==> src/sv/interpolating_variable_delay_line_top_assert.svh <==
// ----------------------------------------------------------------------------
// Assertion macros for the interpolating variable delay line
// Concurrent checks clocked on clk and switched off while rst_n is low.
// ----------------------------------------------------------------------------
`ifndef INTERPOLATING_VARIABLE_DELAY_LINE_TOP_ASSERT_SVH
`define INTERPOLATING_VARIABLE_DELAY_LINE_TOP_ASSERT_SVH

// A property that must hold at every clock edge outside reset.
`define IVDL_ASSERT(label, prop, msg) \
    label: assert property (@(posedge clk) disable iff (!rst_n) (prop)) else $error(msg);

// A consequence that must hold in the cycle after its cause.
`define IVDL_ASSERT_NEXT(label, cause, effect, msg) \
    label: assert property (@(posedge clk) disable iff (!rst_n) (cause) |=> (effect)) \
        else $error(msg);

`endif

==> src/sv/ivdl_pkg.sv <==
// ----------------------------------------------------------------------------
// ivdl_pkg
// Widths, constants, shared types and the circular address helper.
// ----------------------------------------------------------------------------
package ivdl_pkg;

    localparam int MAX_DEPTH = 8192;
    localparam int SAMPLE_W  = 24;
    localparam int FRAC_W    = 8;
    localparam int INT_W     = 16;
    localparam int DELAY_W   = INT_W + FRAC_W;
    localparam int ADDR_W    = $clog2(MAX_DEPTH);
    localparam int LEN_W     = ADDR_W + 1;
    localparam int CFG_W     = 14;
    localparam int CMP_W     = (LEN_W + FRAC_W > DELAY_W) ? LEN_W + FRAC_W : DELAY_W;
    localparam int PROD_W    = FRAC_W + 1 + SAMPLE_W + 1;
    localparam int LEN_MIN   = 2;

    localparam logic [CFG_W-1:0] LEN_RESET = CFG_W'(4800);

    // Register index, taken from the word address of the configuration port.
    localparam logic REG_BUFFER_LENGTH = 1'b0;

    typedef struct packed {
        logic                       valid;
        logic [ADDR_W-1:0]          wr_addr;
        logic [ADDR_W-1:0]          rd_addr1;
        logic [ADDR_W-1:0]          rd_addr2;
        logic signed [SAMPLE_W-1:0] sample;
        logic [FRAC_W-1:0]          frac;
    } ivdl_req_t;

    typedef struct packed {
        logic                       valid;
        logic signed [SAMPLE_W-1:0] y1;
        logic signed [SAMPLE_W-1:0] y2;
        logic [FRAC_W-1:0]          frac;
    } ivdl_rd_t;

    // Step back by back slots in a ring of len slots; pos < len, back <= len.
    function automatic logic [ADDR_W-1:0] wrap_back(input logic [ADDR_W-1:0] pos,
                                                    input logic [LEN_W-1:0]  back,
                                                    input logic [LEN_W-1:0]  len);
        logic [LEN_W-1:0] p;
        p = {1'b0, pos};
        if (p >= back)
        begin
            return ADDR_W'(p - back);
        end
        return ADDR_W'(p + len - back);
    endfunction

endpackage

==> src/sv/ivdl_addr_gen.sv <==
// ----------------------------------------------------------------------------
// ivdl_addr_gen
// Clamps the delay, forms both read addresses and keeps the write pointer.
// ----------------------------------------------------------------------------
module ivdl_addr_gen
(
    input  logic                                clk,
    input  logic                                rst_n,
    input  logic                                adv,
    input  logic                                in_valid,
    input  logic signed [ivdl_pkg::SAMPLE_W-1:0] sample_in,
    input  logic [ivdl_pkg::DELAY_W-1:0]        delay_samples,
    input  logic [ivdl_pkg::LEN_W-1:0]          len,
    output ivdl_pkg::ivdl_req_t                 req
);
    import ivdl_pkg::*;

    logic [ADDR_W-1:0] wp_reg;
    logic [ADDR_W-1:0] wp_next;
    logic [ADDR_W-1:0] wp_eff;
    logic [LEN_W-1:0]  wp_inc;
    logic [ADDR_W-1:0] tap;
    logic [LEN_W-1:0]  tap1;
    logic [FRAC_W-1:0] frac;
    logic [CMP_W-1:0]  delay_ext;
    logic [CMP_W-1:0]  len_fx;
    ivdl_req_t         req_reg;
    ivdl_req_t         req_next;

    always_comb
    begin
        // A pointer left beyond a newly shortened ring restarts at slot zero.
        wp_eff    = ({1'b0, wp_reg} >= len) ? '0 : wp_reg;
        delay_ext = CMP_W'(delay_samples);
        len_fx    = CMP_W'({len, {FRAC_W{1'b0}}});

        if (delay_ext >= len_fx)
        begin
            tap  = ADDR_W'(len - 1'b1);
            frac = '0;
        end
        else if (delay_samples[DELAY_W-1:FRAC_W] == '0)
        begin
            tap  = ADDR_W'(1);
            frac = '0;
        end
        else
        begin
            tap  = delay_samples[FRAC_W +: ADDR_W];
            frac = delay_samples[FRAC_W-1:0];
        end
        tap1 = {1'b0, tap} + 1'b1;

        wp_inc  = {1'b0, wp_eff} + 1'b1;
        wp_next = (wp_inc == len) ? '0 : ADDR_W'(wp_inc);

        req_next.valid    = in_valid;
        req_next.wr_addr  = wp_eff;
        req_next.rd_addr1 = wrap_back(wp_eff, {1'b0, tap}, len);
        req_next.rd_addr2 = wrap_back(wp_eff, tap1, len);
        req_next.sample   = sample_in;
        req_next.frac     = frac;
    end

    always_ff @(posedge clk or negedge rst_n)
    begin
        if (!rst_n)
        begin
            wp_reg  <= '0;
            req_reg <= '0;
        end
        else if (adv)
        begin
            req_reg <= req_next;
            if (in_valid)
            begin
                wp_reg <= wp_next;
            end
        end
    end

    assign req = req_reg;

endmodule

==> config.mk <==
export PLATFORM = sky130hd
export DESIGN_NAME = ivdl_addr_gen
export DESIGN_NICKNAME = d
export VERILOG_FILES = /design/src/sv/interpolating_variable_delay_line_top_assert.svh /design/src/sv/ivdl_pkg.sv /design/src/sv/ivdl_addr_gen.sv
export SDC_FILE = /design/constraint.sdc
export NUM_CORES = 1
export LEC_CHECK = 0
export BUFFER_PORTS_ARGS = -buffer_cell sky130_fd_sc_hd__buf_2
export CAP_MARGIN = 20
export CORE_MARGIN = 5
export CORE_UTILIZATION = 36
export CTS_CLUSTER_SIZE = 16
export DETAILED_ROUTE_END_ITERATION = 6
export PLACE_DENSITY = 0.65
export SYNTH_ARGS = -nofsm -noshare
export SYNTH_HDL_FRONTEND = slang
export SYNTH_SLANG_ARGS = --single-unit
export TNS_END_PERCENT = 50
==> constraint.sdc <==
create_clock -name clk -period 16.95 [get_ports clk]
set_clock_uncertainty 0.15 [all_clocks]
set_input_delay 3.39 -clock clk [delete_from_list [all_inputs] [get_ports clk]]
set_output_delay 3.39 -clock clk [all_outputs]
set_load 0.03 [all_outputs]
---- Word level (Yosys, flattened, before mapping) ----
Index checks and enable logic that the tools add are counted.
storage, ports and cells
  flip-flop bits (word level) ............. 85
  input bits .............................. 66
  output and inout port bits .............. 72
  word-level logic and storage cells ...... 34
operators by class
  add/sub/neg operators ................... 8
  order comparisons ....................... 4
  eq/ne operators ......................... 1
  multiplexer cells ....................... 12
  reduce and logical (&&, ||, !) cells .... 2
operator list
  kind                                                                   number
  13-bit 2-to-1 mux                                                      8
  13-bit subtractor                                                      4
  13-bit by 1-bit adder with 14-bit output (second input constant)       2
  13-bit by 14-bit >= comparator with 1-bit output                       2
  24-bit by 22-bit >= comparator with 1-bit output                       1
  16-bit zero test                                                       1
  8-bit 2-to-1 mux                                                       2
  14-bit equality test                                                   1
  13-bit adder                                                           1
  13-bit >= comparator                                                   1
  13-bit by 1-bit subtractor with 13-bit output (second input constant)  1
  1-bit 2-to-1 mux                                                       2
  2-bit AND reduction                                                    1

---- Depth between registers and ports, before layout ----
  word-level depth ........................ 7
  gate-level depth with buffers ........... 41
  mapped depth without buffers ............ 37

---- Worst setup path after synthesis ----
Ideal clock, no wire load.
  path kind ............................... input-to-reg
  start ................................... input port len[13] (netlist name)
  end ..................................... register req_reg, in the netlist req[42]
  library setup time ...................... 0.082 ns
  data arrival time ....................... 10.881 ns
  data required time ...................... 16.718 ns
  setup slack ............................. 5.837 ns
  stages .................................. 35
  path buffers ............................ 3
  path through ............................ inv_1 > ha_1 > a2111oi_1 > o221ai_1 > nor3_1 > clkbuf_1 > clkbuf_1 > mux2i_1 > ha_1 > o221ai_2 > mux2i_1 > xor2_1 > ha_1 > a21oi_1 > o21ai_0 > o221ai_1 > nand3_1 > o221a_4 > maj3_2 > a21oi_4 > buf_2 > a21oi_1 > ha_1 > fa_1 > nor2b_1 > o21ai_0 > a21boi_0 > o21ai_0 > a21boi_0 > o21ai_0 > a21boi_0 > o21ai_0 > and3_1 > or3_1 > a31oi_1
between the ends
  cells in the longest elaborated chain, start to end .. 6
  elaborated cells on any way between the ends .. 12
  classes of those cells .................. add/sub: 4; order compare: 3; mux: 5
ends and longest elaborated chain
  item                                                                                          line                            source
  start: declaration                                                                            ivdl_addr_gen.sv:13             input logic [ivdl_pkg::LEN_W-1:0] len,
  24-bit by 22-bit >= comparator with 1-bit output                                              ivdl_addr_gen.sv:37             if (delay_ext >= len_fx)
  13-bit 2-to-1 mux                                                                             ivdl_addr_gen.sv:37
  13-bit by 1-bit adder with 14-bit output                                                      ivdl_addr_gen.sv:52             tap1 = {1'b0, tap} + 1'b1;
  13-bit subtractor / 13-bit by 14-bit >= comparator with 1-bit output (equally long branches)  ivdl_pkg.sv:48, ivdl_pkg.sv:46
  13-bit 2-to-1 mux / 1-bit 2-to-1 mux (equally long branches)                                  ivdl_pkg.sv:46                  if (p >= back)
  13-bit 2-to-1 mux *                                                                           ivdl_pkg.sv:50                  return ADDR_W'(p + len - back);
  end signal: assignment                                                                        ivdl_addr_gen.sv:74             req_reg <= req_next;
  end: declaration                                                                              ivdl_addr_gen.sv:27             ivdl_req_t req_reg;
Every way passes the cells marked *; elsewhere a longest branch is shown, timed or not. The select of a mux whose other input is x is not followed.
A chain may end at the register's enable or synchronous reset.

---- Worst setup path in the final report ----
  start ................................... input port len[3] (netlist name)
  end ..................................... register req_reg, in the netlist req[44]
between the ends
  cells in the longest elaborated chain, start to end .. 6
  elaborated cells on any way between the ends .. 13
  classes of those cells .................. add/sub: 5; order compare: 3; mux: 5
ends and longest elaborated chain
  item                                                                                                                      line
  24-bit by 22-bit >= comparator with 1-bit output / 13-bit by 1-bit subtractor with 13-bit output (equally long branches)  ivdl_addr_gen.sv:37, ivdl_addr_gen.sv:39
  13-bit 2-to-1 mux                                                                                                         ivdl_addr_gen.sv:37
  13-bit by 1-bit adder with 14-bit output                                                                                  ivdl_addr_gen.sv:52
  13-bit subtractor / 13-bit by 14-bit >= comparator with 1-bit output (equally long branches)                              ivdl_pkg.sv:48, ivdl_pkg.sv:46
  13-bit 2-to-1 mux / 1-bit 2-to-1 mux (equally long branches)                                                              ivdl_pkg.sv:46
  13-bit 2-to-1 mux *                                                                                                       ivdl_pkg.sv:50
Marks and branches as above.

==> qor.csv <==
stage,metric,value,unit
route,per-cell routed wire length,19.2,microns
power,largest voltage drop on the vdd net,0.0000648,V
route,met1 wire length,11.4,mm
route,antenna-violating nets left,0,
synth,fraction of synthesized cell area taken by the top area cell type,26.0,%
floorplan,starting density of the core,36.3,%
sta,count of final max-slew check failures,0,
route,drt pass-1 iters,5,
synth,number of synthesized register bits,85,
synth,Yosys Warn Count,0,
floorplan,Die Height,161,microns
critical_path,Startpoint Class,primary input,
route,detailed router's first-iteration violation count,466,
power,areal power density over the cells,108,mW/mm^2
floorplan,area of the core,0.0225,sq mm
placed_design,global placer's final weighted congestion,1.01,
critical_path,kind of critical path,primary input to flip-flop,
critical_path,CP endpoint kind,flip-flop,
clocking,clock net sink count,85,
sta,worst setup slack after layout,5.52,ns
global_routing,global router's overall resource usage,19.7,%
synth,library cell with the highest instance count after synthesis,ha_1,
floorplan,number of core rows,55,
final_layout,Largest register FFs,72,
sta,pin slew with the least headroom to its limit,1.01,ns
synth,"Avg Cell Area, Syn",8.77,sq um
synth,total nets after synthesis,1089,
synth,Post-Syn Instances,932,
clocking,maximum level of the CTS H-tree,3,
placed_design,HPWL after detailed placement,20.5,mm
floorplan,I/O pin cnt,138,
final_layout,fraction of final layout cells with drive strength greater than 1,22.0,%
synth,netlist area before placement,0.00818,sq mm
critical_path,kind of cell adding the most delay to the critical path,compound AO/OA/AOI/OAI gates,
clocking,buffer depth of the longest clock path,2,
route,highest metal layer with signal wires,met4,
sta,Max-slew headroom,32.2,%
clocking,TritonCTS Buffers,9,
synth,flip-flop cell with the highest count after synthesis,dfrtp_1,
synth,"Distinct cells, synth",86,
placed_design,# port buffers,137,
sta,unrepaired setup endpoints after global routing,false,
route,via count of the routed design,7591,
final_layout,final net count,1214,
critical_path,Required @ worst endpoint,17.10,ns
flow_run,max cap viols,0,
global_routing,via count of the first global-routing pass,7288,
sta,Final Hold Vio Count,0,
clocking,cts-stage hold buffer count,0,
sta,Final Critical Period,11.43,ns
critical_path,most used cell along the critical path,o21ai_0,
critical_path,cell with the largest stage delay on the worst path,a31oi_1,
global_routing,wire length of the first global-routing pass,40.5,mm
route,detailed-routed wire length on met2,12.1,mm
clocking,TritonCTS clock tree,done,
clocking,"Clk Latency, worst-skew pair",0.36,ns
synth,"FFs w/ async S/R, synth",100,%
clocking,setup fix buffers added after clock tree synthesis,0,
synth,part of the Yosys area used for sequential elements,26.0,%
placed_design,Setup Slack @ Placement,5.30,ns
global_routing,maximum number of pins on one net before global-route repair,52,
route,met3 wire length,1.65,mm
critical_path,buffers plus inverters on the worst setup path,3,
final_layout,Area growth syn-to-layout,16.0,%
synth,Synth area leaders,"dfrtp_1 (26%), ha_1 (13%), mux2_2 (6.3%)",
route,total wirelength of the detailed-routed design,25.9,mm
route,drc violations,0,
floorplan,total die area,0.0258,sq mm
sta,portion of the clock cycle consumed by the worst path in the final layout,67.4,%
critical_path,WP data arrival,11.58,ns
min_path,Hold/Removal Path Class,flip-flop to flip-flop,
synth,cell type with the highest aggregate area in the netlist,dfrtp_1,
sta,setup_tns,0,ns
run_status,result of the run,"complete, no violations",
synth,number of enable-type register cells in the synthesized netlist,0,
synth,Commonest cells post-synth,"ha_1 (88), dfrtp_1 (85), nand2_1 (71)",
route,via-per-instance ratio,5.63,
sta,Max Clock Freq,0.0875,GHz
global_routing,initial antenna violation count,0,
clocking,clk root buf,clkbuf_16,
clocking,number of cells upsized or downsized after cts,0,
global_routing,aggregate global routing overflow,0,
critical_path,largest stage delay on the critical path,0.43,ns
critical_path,worst-path fanout max,23,
floorplan,x dimension of the die,161,microns
clocking,clock transition at the registers of the reported paths,0.08,ns
sta,Final setup viols,0,
power,Leak Pwr,4.43,nW
power breakdown:
part	leakage [nW]	internal, mW	switching, mW
logic	3.23	0.205	0.338
clock network	0.146	0.105	0.102
registers	1.06	0.245	0.0290
area by class of cell:
cell class / instances / area (sq um)
fillers: 2214 / 13000
repair buffers: 145 / 768
multi-input cells: 752 / 5680
flip-flops and latches: 85 / 2130
clock buffers: 9 / 225
well taps: 285 / 357
inverters: 64 / 240
clock inverters: 7 / 80.1
diodes: 1 / 2.50
worst paths after layout:
path	start	depth (start not counted)	endpoint	slack, ns
setup reg to reg	wp_reg[2]	34	req[44]	9.10
hold reg to reg	req[38]	1	req[38]	0.32
hold / removal	req[38]	1	req[38]	0.32
setup / recovery	len[3]	37	req[44]	5.52
max in group asynchronous	rst_n	2	req[55]	12.82
min in group asynchronous	rst_n	1	req[5]	2.88
cells by family (layout without fill, tap and decap cells):
kind of cell             after synthesis  after routing  synth area share (%)
AO/OA/AOI/OAI                        255            255                  21.7
AND/OR/NAND/NOR                      278            278                  17.6
XOR/XNOR                              63             63                  7.18
flip-flops                            85             85                  26.0
multiplexers                          63             63                  8.45
buffers and inverters                 95            225                  4.56
adder cells (fa/ha/maj)               93             93                  14.5
other                                  0              1                     0
worst register-to-register path: cells and delay by family (launching register included):
kind	cells	cell delay [ns]
AO/OA/AOI/OAI	22	4.56
adder cells (fa/ha/maj)	5	1.36
buffers and inverters	2	0.57
flip-flops	1	0.55
AND/OR/NAND/NOR	5	0.62
metal layers:
layer | vias up | GRT usage [%]
li1 | 3691 | -
met1 | 3623 | 25.9
met2 | 231 | 33.1
met3 | 46 | 3.54
met4 | 0 | 6.32
met5 | - | 0
per-stage QoR:
step	util [%]	instance area, sq um	total power [mW]	instances	hold WS [ns]
2_1_floorplan	-	8180	0.657	932	0.341
3_3_place_gp	40.6	9150	0.810	1330	0.309
3_5_place_dp	40.6	9150	0.815	1330	0.316
4_1_cts	42.0	9450	1.03	1346	0.332
5_1_grt	42.1	9480	1.10	1347	0.357
6_report	42.1	9480	1.02	1348	0.324
placed cells by master, fill, tap and decap left out, types with 16 or more instances in the layout:
cell / count
nand4_1: 18
o21ai_0: 53
xnor2_1: 44
inv_1: 63
buf_2: 136
ha_1: 88
nor2_1: 66
dfrtp_1: 85
mux2_2: 46
xor2_1: 16
a21oi_1: 54
nand3_1: 18
nand2_1: 71
No activity file was read; power rests on OpenSTA's default activity.
