`config.mk`:
```
export PLATFORM = sky130hd
export DESIGN_NAME = ivdl_interp
export DESIGN_NICKNAME = d
export VERILOG_FILES = /design/src/sv/interpolating_variable_delay_line_top_assert.svh /design/src/sv/ivdl_pkg.sv /design/src/sv/ivdl_interp.sv
export SDC_FILE = /design/constraint.sdc
export NUM_CORES = 1
export LEC_CHECK = 0
export ABC_AREA = 1
export ABC_CLOCK_PERIOD_IN_PS = 2750
export BUFFER_PORTS_ARGS = -buffer_cell sky130_fd_sc_hd__buf_2
export CAP_MARGIN = 20
export CORE_MARGIN = 2
export CORE_UTILIZATION = 40
export CTS_CLUSTER_DIAMETER = 120
export CTS_CLUSTER_SIZE = 14
export DETAILED_ROUTE_END_ITERATION = 10
export HOLD_SLACK_MARGIN = 0.02
export SYNTH_ARGS = -nofsm -noshare
export SYNTH_HDL_FRONTEND = slang
export SYNTH_SLANG_ARGS = --single-unit
```
`constraint.sdc`:
```
create_clock -name clk -period 2.75 [get_ports clk]
set_input_delay 0.1375 -clock clk [delete_from_list [all_inputs] [get_ports clk]]
set_output_delay 0.1375 -clock clk [all_outputs]
set_load 0.02 [all_outputs]
```
`src/sv/interpolating_variable_delay_line_top_assert.svh`:
```
// ----------------------------------------------------------------------------
// Assertion macros for the interpolating variable delay line
// Concurrent checks clocked on clk and switched off while rst_n is low.
// ----------------------------------------------------------------------------
`ifndef INTERPOLATING_VARIABLE_DELAY_LINE_TOP_ASSERT_SVH
`define INTERPOLATING_VARIABLE_DELAY_LINE_TOP_ASSERT_SVH

// A property that must hold at every clock edge outside reset.
`define IVDL_ASSERT(label, prop, msg) \
    label: assert property (@(posedge clk) disable iff (!rst_n) (prop)) else $error(msg);

// A consequence that must hold in the cycle after its cause.
`define IVDL_ASSERT_NEXT(label, cause, effect, msg) \
    label: assert property (@(posedge clk) disable iff (!rst_n) (cause) |=> (effect)) \
        else $error(msg);

`endif

```
`src/sv/ivdl_pkg.sv`:
```
// ----------------------------------------------------------------------------
// ivdl_pkg
// Widths, constants, shared types and the circular address helper.
// ----------------------------------------------------------------------------
package ivdl_pkg;

    localparam int MAX_DEPTH = 8192;
    localparam int SAMPLE_W  = 24;
    localparam int FRAC_W    = 8;
    localparam int INT_W     = 16;
    localparam int DELAY_W   = INT_W + FRAC_W;
    localparam int ADDR_W    = $clog2(MAX_DEPTH);
    localparam int LEN_W     = ADDR_W + 1;
    localparam int CFG_W     = 14;
    localparam int CMP_W     = (LEN_W + FRAC_W > DELAY_W) ? LEN_W + FRAC_W : DELAY_W;
    localparam int PROD_W    = FRAC_W + 1 + SAMPLE_W + 1;
    localparam int LEN_MIN   = 2;

    localparam logic [CFG_W-1:0] LEN_RESET = CFG_W'(4800);

    // Register index, taken from the word address of the configuration port.
    localparam logic REG_BUFFER_LENGTH = 1'b0;

    typedef struct packed {
        logic                       valid;
        logic [ADDR_W-1:0]          wr_addr;
        logic [ADDR_W-1:0]          rd_addr1;
        logic [ADDR_W-1:0]          rd_addr2;
        logic signed [SAMPLE_W-1:0] sample;
        logic [FRAC_W-1:0]          frac;
    } ivdl_req_t;

    typedef struct packed {
        logic                       valid;
        logic signed [SAMPLE_W-1:0] y1;
        logic signed [SAMPLE_W-1:0] y2;
        logic [FRAC_W-1:0]          frac;
    } ivdl_rd_t;

    // Step back by back slots in a ring of len slots; pos < len, back <= len.
    function automatic logic [ADDR_W-1:0] wrap_back(input logic [ADDR_W-1:0] pos,
                                                    input logic [LEN_W-1:0]  back,
                                                    input logic [LEN_W-1:0]  len);
        logic [LEN_W-1:0] p;
        p = {1'b0, pos};
        if (p >= back)
        begin
            return ADDR_W'(p - back);
        end
        return ADDR_W'(p + len - back);
    endfunction

endpackage

```
`src/sv/ivdl_interp.sv`:
```
// ----------------------------------------------------------------------------
// ivdl_interp
// Linear interpolation between the two stored samples, and the output register.
// ----------------------------------------------------------------------------
module ivdl_interp
(
    input  logic                                clk,
    input  logic                                rst_n,
    input  logic                                adv,
    input  ivdl_pkg::ivdl_rd_t                  rd,
    output logic                                out_valid,
    output logic signed [ivdl_pkg::SAMPLE_W-1:0] out_data
);
    import ivdl_pkg::*;

    logic signed [SAMPLE_W:0]   diff;
    logic signed [PROD_W-1:0]   prod;
    logic signed [PROD_W-1:0]   prod_reg;
    logic signed [SAMPLE_W-1:0] y1_reg;
    logic                       p_valid_reg;
    logic signed [PROD_W-1:0]   shifted;
    logic signed [SAMPLE_W:0]   sum;
    logic                       out_valid_reg;
    logic signed [SAMPLE_W-1:0] out_data_reg;

    always_comb
    begin
        diff    = $signed({rd.y2[SAMPLE_W-1], rd.y2}) - $signed({rd.y1[SAMPLE_W-1], rd.y1});
        prod    = $signed({1'b0, rd.frac}) * diff;
        // Arithmetic shift floors the product, as the format requires.
        shifted = prod_reg >>> FRAC_W;
        sum     = $signed({y1_reg[SAMPLE_W-1], y1_reg}) + $signed(shifted[SAMPLE_W:0]);
    end

    always_ff @(posedge clk)
    begin
        if (adv)
        begin
            prod_reg     <= prod;
            y1_reg       <= rd.y1;
            out_data_reg <= sum[SAMPLE_W-1:0];
        end
    end

    always_ff @(posedge clk or negedge rst_n)
    begin
        if (!rst_n)
        begin
            p_valid_reg   <= 1'b0;
            out_valid_reg <= 1'b0;
        end
        else if (adv)
        begin
            p_valid_reg   <= rd.valid;
            out_valid_reg <= p_valid_reg;
        end
    end

    assign out_valid = out_valid_reg;
    assign out_data  = out_data_reg;

endmodule

```
== Yosys cells after proc, flatten, opt, wreduce, memory -nomap -nowiden ==
Cells that the tools add are included.
Operators by class
  $mul: 1
  add/sub/neg operators: 2
Operators by type and width (count)
  multiplier 9 x 25 -> 32 bit: 1
  subtractor 24 x 24 -> 25 bit: 1
  adder 24 bit: 1
Storage, ports and cells
  word-level logic and storage cells: 8
  input bits: 60
  register bits after elaboration: 82

== Longest topological paths before layout ==
Gate-level depths: netlist (run 1).
  depth after elaboration: 2
  depth in mapped cells: 36
  mapped depth without buffers: 36

== Worst setup path before layout (run 1) ==
OpenSTA, ideal clock, no wires.
  path type: input port to flip-flop
  start: input port rd[8] in the netlist's numbering
  end: register prod_reg[31], data pin
  path slack: -2632 ps
  arrival: 5130 ps
  required time: 2498 ps
  buffers on the path: 0
  stages: 32
  cell sequence: inv_1 ha_1 fa_1 inv_1 nand3_1 nand2_1 nand2_1 nand2_2 nand2_1 nand4_1 nand2_1 inv_1 nor2_1 fa_1 inv_1 fa_1 inv_1 fa_1 inv_1 fa_1 inv_1 ha_1 inv_1 nor3_1 inv_1 nor2_1 nor2_1 and2_1 nand2_1 inv_1 nand2_1 nand2_1
On the way
  cells in the longest elaborated chain, start to end: 2
Ends and longest elaborated chain
  start: declaration: line ivdl_interp.sv:10  | input ivdl_pkg::ivdl_rd_t rd,
  subtractor 24 x 24 -> 25 bit: line ivdl_interp.sv:28  | diff = $signed({rd.y2[SAMPLE_W-1], rd.y2}) - $signed({rd.y1[SAMPLE_W-1], rd.y1});
  multiplier 9 x 25 -> 32 bit: line ivdl_interp.sv:29  | prod = $signed({1'b0, rd.frac}) * diff;
  via prod[31]: line ivdl_interp.sv:17  | logic signed [PROD_W-1:0] prod;
  end signal: assignment: line ivdl_interp.sv:39  | prod_reg <= prod;
  end: declaration: line ivdl_interp.sv:18  | logic signed [PROD_W-1:0] prod_reg;
The timed path passes the listed nets, and every way through them passes these cells.
A chain may end at the register's enable or synchronous reset.

== Worst setup path after layout (run 1) ==
  start: input port rd[48] in the netlist's numbering
  end: register prod_reg[31], data pin
The elaborated chain is that of the path after synthesis.

==> out/summary.txt, run 1 <==
Worst setup SP type -> input pin
ys async rst share -> 0.0270
CTS tree -> built
gpl congestion -> 0.925
Crit. End Element -> flip-flop
hold path start -> rd[45]
Yosys cell types -> 50
cells after synthesis -> 1538
hold_ws -> 0.0337 ns
M2 GR Usage -> 0.425
Mapped Avg Cell Area -> 7.85 um2
final worst-path cycle share -> 1.89
Setup-failing EPs final -> 24
first-pass GRT wire length -> 60.1 mm
number of port buffers -> 84
top_reg_cell synth -> edfxtp_1
met3 Use GR -> 0.0201
worst path required time -> 2.85 ns
Post-Syn Area -> 0.0121 mm2
grt ovf -> 0
die width -> 178 um
IO Count -> 85
post-synthesis sequential area ratio -> 0.183
fin. max-slew vios -> 0
Max Clk Rate -> 193 MHz
initial core utilization -> 0.407
failing checks -> negative setup slack
Syn-to-layout area delta -> 44.6%
DP HPWL -> 32.2 mm
Worst Hold Path EP -> y1_reg[13]
fraction of layout cells with a size suffix above 1 -> 0.388
CTS root buffer -> clkbuf_16
Synthesis Warnings -> 0
Period minus WS final -> 5.19 ns
Rel. slew slack -> 0.398
largest stage delay on the critical path -> 0.59 ns
First DRT Iteration DRCs -> 541
Most Crowded Layer GR -> met2
DRC -> 0
Via Count -> 11300
drt wl/cell -> 16.6 um
final wirelength -> 38.1 mm
global-route total usage across every layer -> 0.247
clk_skew -> 0.00456 ns
CTS H-tree depth -> 3
total of max-cap violations -> 0
Post-synth EDFFs -> 72
slowest CP cell -> fa_1
final setup margin -> -2.44 ns
vias in the first global route -> 11800
Mapped Nets -> 1856
clk sinks -> 74
Crit Path Class -> in -> reg
RSZ-0062 raised after global routing -> yes
DP Worst Slack -> -3.06 ns
most frequent cells in the layout -> 297 x inv_1, 255 x buf_4, 203 x nand2_1
Tightest Pin Transition -> 0.903 ns
Die Y -> 178 um
HP Class -> in -> reg
reg-to-reg slack, setup -> 0.35 ns
Num CTS Buffers -> 9
pin count of the biggest net entering global routing -> 77
met1 usage -> 0.328
Synth Register Bits -> 74
clk_lat worst skew -> 0.34 ns
# rows -> 63
First-pass DRT Iterations -> 5
core area -> 0.0296 mm2
clock buffer depth -> 2
r2r startpoint -> prod_reg[8]
vias per cell -> 4.90
# diodes -> 0
Max FO, Critical Path -> 4
Worst R2R Path Depth -> 13
most common cell after layout, fill and taps aside -> inv_1
initial antenna violation count -> 0
Net count, final -> 2224
final antenna-violating net count -> 0
Worst Hold Depth -> 1
Reg clk slew, reported paths -> 0.06 ns
status -> finished, violations left
total die area -> 0.0316 mm2
WP data arrival -> 5.29 ns
Hold Vio Cnt, Final -> 0
worst r2r dst -> out_data[16]
## synth_stat cells (all sizes together), types with 2 or more instances
cell type	count	share of area
o21ai	38	0.018
a21o	8	0.0050
fa	152	0.25
nor4	8	0.0047
nand4	14	0.0078
buf	3	0.0013
inv	367	0.11
clkinv	3	0.00093
and2	2	0.0010
nand3b	3	0.0022
ha	106	0.11
o21bai	13	0.0084
or2	17	0.0090
dfrtp	2	0.0041
nand3	86	0.036
a21oi	71	0.030
xor2	42	0.032
clkbuf	15	0.0047
edfxtp	72	0.18
xnor2	16	0.014
nand2	284	0.090
a31oi	9	0.0047
a211oi	3	0.0019
nor2	182	0.057
nor3	14	0.0058
o211ai	2	0.0012
## how the worst max path moves through the flow
stage | startpoint | to | slack [ns]
finish | rd[48] | prod_reg[31] | -2.44
global route | rd[8] | prod_reg[31] | -2.65
floorplan | rd[8] | prod_reg[31] | -2.36
global placement | rd[8] | prod_reg[31] | -3.01
detailed placement | rd[8] | prod_reg[31] | -3.06
CTS | rd[8] | prod_reg[23] | -2.41
## worst max-delay path, delay by kind of cell
kind | cells | cell delay (ns)
adder cells (fa/ha/maj) | 6 | 2.62
buffers and inverters | 11 | 1.02
AO/OA/AOI/OAI | 2 | 0.36
AND/OR/NAND/NOR | 13 | 1.13
## per-layer routing
layer,wire [um],up-vias
met5,0,-
met4,1430,0
met3,1570,85
met2,18300,282
met1,16900,5428
li1,-,5488
## cells by family (layout without fill, tap and decap cells)
logic type | Yosys count | in the layout | synth area share
flip-flops | 74 | 74 | 0.183
adder cells (fa/ha/maj) | 258 | 258 | 0.362
AO/OA/AOI/OAI | 149 | 149 | 0.0725
XOR/XNOR | 58 | 58 | 0.0464
AND/OR/NAND/NOR | 611 | 611 | 0.215
buffers and inverters | 388 | 761 | 0.121
## final cells by class
| class | instances | area (um2) |
|---|---|---|
| Timing Repair Buffer | 375 | 2810 |
| Clock buffer | 9 | 225 |
| Tap cell | 390 | 488 |
| Multi-Input combinational cell | 1076 | 10300 |
| Inverter | 370 | 1420 |
| Clock inverter | 7 | 45.0 |
| Sequential cell | 74 | 2210 |
| Fill cell | 2583 | 12200 |
## metrics by stage
| stage | cell area, um2 | std cells | setup TNS [ns] | util |
|---|---|---|---|---|
| after detailed placement | 15400 | 2237 | -68.67 | 0.519 |
| final | 17500 | 2301 | -53.68 | 0.589 |
| after CTS | 16600 | 2284 | -54.39 | 0.561 |
| after global placement | 15400 | 2237 | -67.33 | 0.519 |
| after global routing | 17500 | 2301 | -58.62 | 0.589 |
| after floorplan | 12600 | 1538 | -50.64 | - |
## what timing repair did
item | in CTS | in global routing
hold endpoints to repair | 13 | 0
pin swaps | 101 | 77
endpoints found under the setup margin | 24 | 24
hold buffers | 12 | 0
gates resized for setup | 159 | 187
buffers inserted | 19 | 17
Power of run 1 is not shown: default switching activity piles up to over one toggle a cycle in this logic, so the estimate is an artifact.
==> run 2: changes to the inputs <==
GPL_TIMING_DRIVEN = 0   (was unset)
==> run 2 against run 1 <==
The flow still finishes with violations (negative setup slack). Clock-buffer cell count unchanged. Non-clock buffer count decreased by 151. Final cell count decreased by 6.6%. Register-to-register slack got worse by 0.11 ns. Routed wire length decreased by 0.92%. Global-route usage decreased by 0.63 points. Flip-flop and latch count unchanged. Design area decreased by 5.6%. Die area unchanged. Core utilization decreased by 3.3 points. Critical path type unchanged.
==> out/summary.txt, run 2 (synthesis gave the netlist of run 1 again) <==
status -> finished, violations left (unchanged)
failing checks -> negative setup slack (unchanged)
fraction of layout cells with a size suffix above 1 -> 0.337 (was 0.388)
placed inst area -> 0.0135 mm2 (was 0.0154 mm2)
dpl cells -> 2011 (was 2237)
largest stage delay on the critical path -> 0.62 ns (was 0.59 ns)
worst r2r dst -> out_data[10] (was out_data[16])
IO Count -> 85 (unchanged)
CTS root buffer -> clkbuf_16 (unchanged)
RSZ-0062 raised after global routing -> yes (unchanged)
WP data arrival -> 5.37 ns (was 5.29 ns)
# diodes -> 0 (unchanged)
most frequent CP cell -> nand2_2
pin count of the biggest net entering global routing -> 77 (unchanged)
First-pass DRT Iterations -> 5 (unchanged)
clock buffer depth -> 2 (unchanged)
final wirelength -> 37.8 mm (was 38.1 mm)
DP Worst Slack -> -3.33 ns (was -3.06 ns)
Num CTS Buffers -> 9 (unchanged)
Period minus WS final -> 5.27 ns (was 5.19 ns)
worst path bufs/invs -> 10 (was 11)
vias in the first global route -> 11000 (was 11800)
Worst setup SP type -> input pin (unchanged)
Via Count -> 10900 (was 11300)
Die Y -> 178 um (unchanged)
worst path required time -> 2.85 ns (about the same)
slowest CP cell -> fa_2 (was fa_1)
first-pass GRT wire length -> 57.8 mm (was 60.1 mm)
total of max-cap violations -> 0 (unchanged)
Net count, final -> 2073 (was 2224)
Max Clk Rate -> 190 MHz (was 193 MHz)
Reg clk slew, reported paths -> 0.06 ns (about the same)
initial antenna violation count -> 0 (unchanged)
fin. max-slew vios -> 0 (unchanged)
gpl congestion -> 0.925 (about the same)
global-route total usage across every layer -> 0.240 (was 0.247)
hold path start -> rd[38] (was rd[45])
Hold Vio Cnt, Final -> 0 (unchanged)
core area -> 0.0296 mm2 (unchanged)
non-filler cells in the finished layout -> 2148 (was 2301)
Finished Cell Area -> 0.0165 mm2 (was 0.0175 mm2)
r2r startpoint -> prod_reg[8] (unchanged)
number of port buffers -> 83 (was 84)
final worst-path cycle share -> 1.92 (was 1.89)
clk sinks -> 74 (unchanged)
final setup margin -> -2.52 ns (was -2.44 ns)
die width -> 178 um (unchanged)
Crit. End Element -> flip-flop (unchanged)
most common cell after layout, fill and taps aside -> inv_1 (unchanged)
final antenna-violating net count -> 0 (unchanged)
CTS tree -> built (unchanged)
reg-to-reg slack, setup -> 0.24 ns (was 0.35 ns)
fill count -> 2702 (was 2583)
Syn-to-layout area delta -> 36.4% (was 44.6%)
Rel. slew slack -> 0.395 (was 0.398)
DP HPWL -> 30.4 mm (was 32.2 mm)
total die area -> 0.0316 mm2 (unchanged)
Sequential Area -> 0.00221 mm2 (unchanged)
Crit Path Class -> in -> reg (unchanged)
DRC -> 0 (unchanged)
First DRT Iteration DRCs -> 663 (was 541)
Max FO, Critical Path -> 7 (was 4)
CTS H-tree depth -> 3 (unchanged)
Worst Hold Depth -> 1 (unchanged)
drt wl/cell -> 17.6 um (was 16.6 um)
hold_ws -> 0.0209 ns (was 0.0337 ns)
Worst R2R Path Depth -> 12 (was 13)
most frequent cells in the layout -> 300 x inv_1, 189 x nand2_1, 140 x fa_1 (was 297 x inv_1, 255 x buf_4, 203 x nand2_1)
clk_skew -> 0.00427 ns (was 0.00456 ns)
footprint of the multi-input gates -> 0.0104 mm2 (was 0.0103 mm2)
Tightest Pin Transition -> 0.907 ns (was 0.903 ns)
vias per cell -> 5.07 (was 4.90)
# rows -> 63 (unchanged)
HP Class -> in -> reg (unchanged)
Setup-failing EPs final -> 24 (unchanged)
initial core utilization -> 0.407 (unchanged)
critical path's top delay family -> adder cells (unchanged)
Worst Hold Path EP -> y1_reg[6] (was y1_reg[13])
clk_lat worst skew -> 0.34 ns (about the same)
grt ovf -> 0 (unchanged)
[run 2: cell count changes in the layout (fill, tap and decap cells not counted), sizes merged]
cell,previous run,this run
bufinv,0,1
clkbuf,9,24
clkinvlp,3,2
clkinv,6,7
inv,368,365
dlygate4sd3,12,13
buf,363,196
[run 2: final cells by class]
class,count,area share
inverter,370,0.0870
clock buffer,9,0.0137
timing repair buffer,207,0.0938
sequential,74,0.134
tap,390,0.0296
buffer,17,0.00441
clock inverter,5,0.00350
multi-input combinational,1076,0.634
[run 2: timing repair]
item | 4_1_cts | 5_1_grt
buffers inserted | 66 | 45
endpoints found under the hold margin | 14 | 0
endpoints found under the setup margin | 24 | 24
resized for setup | 243 | 165
gates cloned | 0 | 0
pin swaps | 119 | 148
hold buffers | 13 | 0
[run 2: worst register-to-register path: stages, from the launching register on]
cell	delay [ns]
edfxtp_1	0.33
ha_1	0.19
inv_1	0.08
fa_1	0.40
nand3b_1	0.17
nand2_1	0.19
nand2_1	0.07
nand2_1	0.06
a21oi_1	0.14
o21ai_0	0.33
nand3_1	0.15
nand3_1	0.10
nand2_1	0.05
[run 2: through the flow]
step            util  setup TNS [ns]
6_report       0.556          -56.12
5_1_grt        0.556          -60.55
4_1_cts        0.522          -54.47
3_5_place_dp   0.457          -71.79
3_3_place_gp   0.457          -71.74
2_1_floorplan      -          -50.64
[run 2: how the worst max path moves through the flow]
stage                               to  depth (start not counted)  startpoint  slack, ns
after detailed placement  prod_reg[28]                         30       rd[8]      -3.33
final                     prod_reg[31]                         30      rd[52]      -2.52
after global placement    prod_reg[28]                         30       rd[8]      -3.31
after CTS                 prod_reg[23]                         32       rd[8]      -2.50
after global routing      prod_reg[31]                         33       rd[8]      -2.72
after floorplan           prod_reg[31]                         31       rd[8]      -2.36
[run 2: layer usage]
metal | global-route usage | share of wire
met1 | 0.316 | 0.43
met2 | 0.409 | 0.48
met4 | 0.0984 | 0.036
met3 | 0.0197 | 0.048
met5 | 0 | 0
Power of run 2 is left out for the same reason.
==> run 3: changes to the inputs <==
ABC_CLOCK_PERIOD_IN_PS = 5950   (was 2750)
clock period = 5.95 ns   (was 2.75 ns; I/O delays follow)
==> run 3 against run 2 <==
Sequential share of layout area increased by 2.5 points. Worst hold slack improved by 0.13 ns. Core utilization shrank 8.7 points. First-iteration DRC count decreased by 4.7%. Worst setup slack improved by 2.8 ns. Flip-flop and latch count unchanged. Routed wire length shrank 8.5%. Design area shrank 16%. Register-to-register slack better by 3.3 ns. The run now ends clean.
==> out/summary.txt, run 3 (synthesis gave the netlist of run 1 again) <==
status -> completed (was finished, violations left)
clk sinks -> 74 (unchanged)
hold_ws -> 0.152 ns (was 0.0209 ns)
die width -> 178 um (unchanged)
total of max-cap violations -> 0 (unchanged)
DP Worst Slack -> -0.508 ns (was -3.33 ns)
final worst-path cycle share -> 0.958
WP data arrival -> 5.80 ns (was 5.37 ns)
Die Y -> 178 um (unchanged)
Net count, final -> 1962 (was 2073)
Max FO, Critical Path -> 5 (was 7)
Reg clk slew, reported paths -> 0.06 ns (about the same)
placed inst area -> 0.0130 mm2 (was 0.0135 mm2)
most frequent CP cell -> inv_1 (was nand2_2)
Setup-failing EPs final -> 0 (was 24)
initial antenna violation count -> 0 (unchanged)
grt ovf -> 0 (unchanged)
Period minus WS final -> 5.70 ns
slowest CP cell -> fa_1 (was fa_2)
Stages on worst setup path -> 27 (was 30)
most frequent cells in the layout -> 360 x inv_1, 266 x nand2_1, 170 x nor2_1 (was 300 x inv_1, 189 x nand2_1, 140 x fa_1)
critical path's top delay family -> adder cells (unchanged)
Worst R2R Path Depth -> 12 (unchanged)
First-pass DRT Iterations -> 5 (unchanged)
final antenna-violating net count -> 0 (unchanged)
Worst Hold Depth -> 1 (unchanged)
hold path start -> rd[34] (was rd[38])
Worst setup SP type -> input pin (unchanged)
fin. max-slew vios -> 0 (unchanged)
fraction of layout cells with a size suffix above 1 -> 0.134 (was 0.337)
Hold Vio Cnt, Final -> 0 (unchanged)
worst path required time -> 6.05 ns (was 2.85 ns)
DP HPWL -> 29.9 mm (was 30.4 mm)
Finished Cell Area -> 0.0139 mm2 (was 0.0165 mm2)
most common cell after layout, fill and taps aside -> inv_1 (unchanged)
reg-to-reg slack, setup -> 3.51 ns (was 0.24 ns)
drt wl/cell -> 16.9 um (was 17.6 um)
Rel. slew slack -> 0.402 (was 0.395)
Max Clk Rate -> 175 MHz
Crit Path Class -> in -> reg (unchanged)
CTS root buffer -> clkbuf_16 (unchanged)
clk_skew -> 0.00618 ns (was 0.00427 ns)
Util after Layout -> 0.468 (was 0.556)
total die area -> 0.0316 mm2 (unchanged)
gpl congestion -> 0.923 (was 0.925)
clk_lat worst skew -> 0.34 ns (about the same)
core area -> 0.0296 mm2 (unchanged)
# rows -> 63 (unchanged)
clock buffer depth -> 2 (unchanged)
vias in the first global route -> 10400 (was 11000)
Crit. End Element -> flip-flop (unchanged)
final wirelength -> 34.6 mm (was 37.8 mm)
number of port buffers -> 83 (unchanged)
Syn-to-layout area delta -> 15.0% (was 36.4%)
First DRT Iteration DRCs -> 632 (was 663)
# diodes -> 0 (unchanged)
Tightest Pin Transition -> 0.898 ns (was 0.907 ns)
HP Class -> in -> reg (unchanged)
vias per cell -> 5.02 (was 5.07)
CTS H-tree depth -> 3 (unchanged)
Num CTS Buffers -> 9 (unchanged)
Worst Hold Path EP -> y1_reg[2] (was y1_reg[6])
pin count of the biggest net entering global routing -> 77 (unchanged)
largest stage delay on the critical path -> 0.55 ns (was 0.62 ns)
initial core utilization -> 0.407 (unchanged)
r2r startpoint -> prod_reg[8] (unchanged)
CTS tree -> built (unchanged)
global-route total usage across every layer -> 0.224 (was 0.240)
worst r2r dst -> out_data[10] (unchanged)
worst path bufs/invs -> 6 (was 10)
IO Count -> 85 (unchanged)
Via Count -> 10200 (was 10900)
final setup margin -> 0.250 ns (was -2.52 ns)
first-pass GRT wire length -> 54.0 mm (was 57.8 mm)
DRC -> 0 (unchanged)
[run 3: worst max-delay path by stage]
stage | endpoint | from
floorplan | prod_reg[31] | rd[8]
CTS | prod_reg[31] | rd[32]
global route | prod_reg[31] | rd[36]
global placement | prod_reg[31] | rd[32]
finish | prod_reg[28] | rd[38]
detailed placement | prod_reg[31] | rd[32]
[run 3: final cells by class]
cell class | instances | area, um2
timing repair buffer | 95 | 510
clock inverter | 6 | 72.6
fill | 2979 | 15800
clock buffer | 10 | 229
inverter | 370 | 1390
tap | 390 | 488
multi-input combinational | 1076 | 8900
sequential | 74 | 2210
buffer | 18 | 72.6
[run 3: worst reg2reg max path, cell delays in order (launching register included)]
cell and delay (ns):
edfxtp_1 0.33, ha_1 0.19, inv_1 0.07, fa_1 0.40, nand3b_1 0.17, nand2_1 0.18
nand2_1 0.07, nand2_1 0.06, a21oi_1 0.14, o21ai_0 0.30, nand3_1 0.14, nand3_1 0.09
nand2_1 0.05
[run 3: layer usage]
metal | global-route usage | vias up | part of all wire
met4 | 0.0656 | 0 | 0.026
met5 | 0 | - | 0
met2 | 0.378 | 290 | 0.47
met1 | 0.307 | 4938 | 0.45
li1 | - | 4963 | -
met3 | 0.0163 | 47 | 0.049
[run 3: through the flow]
step           cells  setup TNS, ns
2_1_floorplan   1538              0
3_3_place_gp    2011          -4.04
3_5_place_dp    2011          -4.33
4_1_cts         2028              0
5_1_grt         2039         -0.220
6_report        2039              0
[run 3: what timing repair did]
action,in CTS,in global routing
pin swaps,0,16
hold buffers,1,0
resized for setup,4,103
setup endpoints to repair,2,20
buffers inserted,0,11
endpoints found under the hold margin,2,0
Power of run 3 is left out for the same reason.
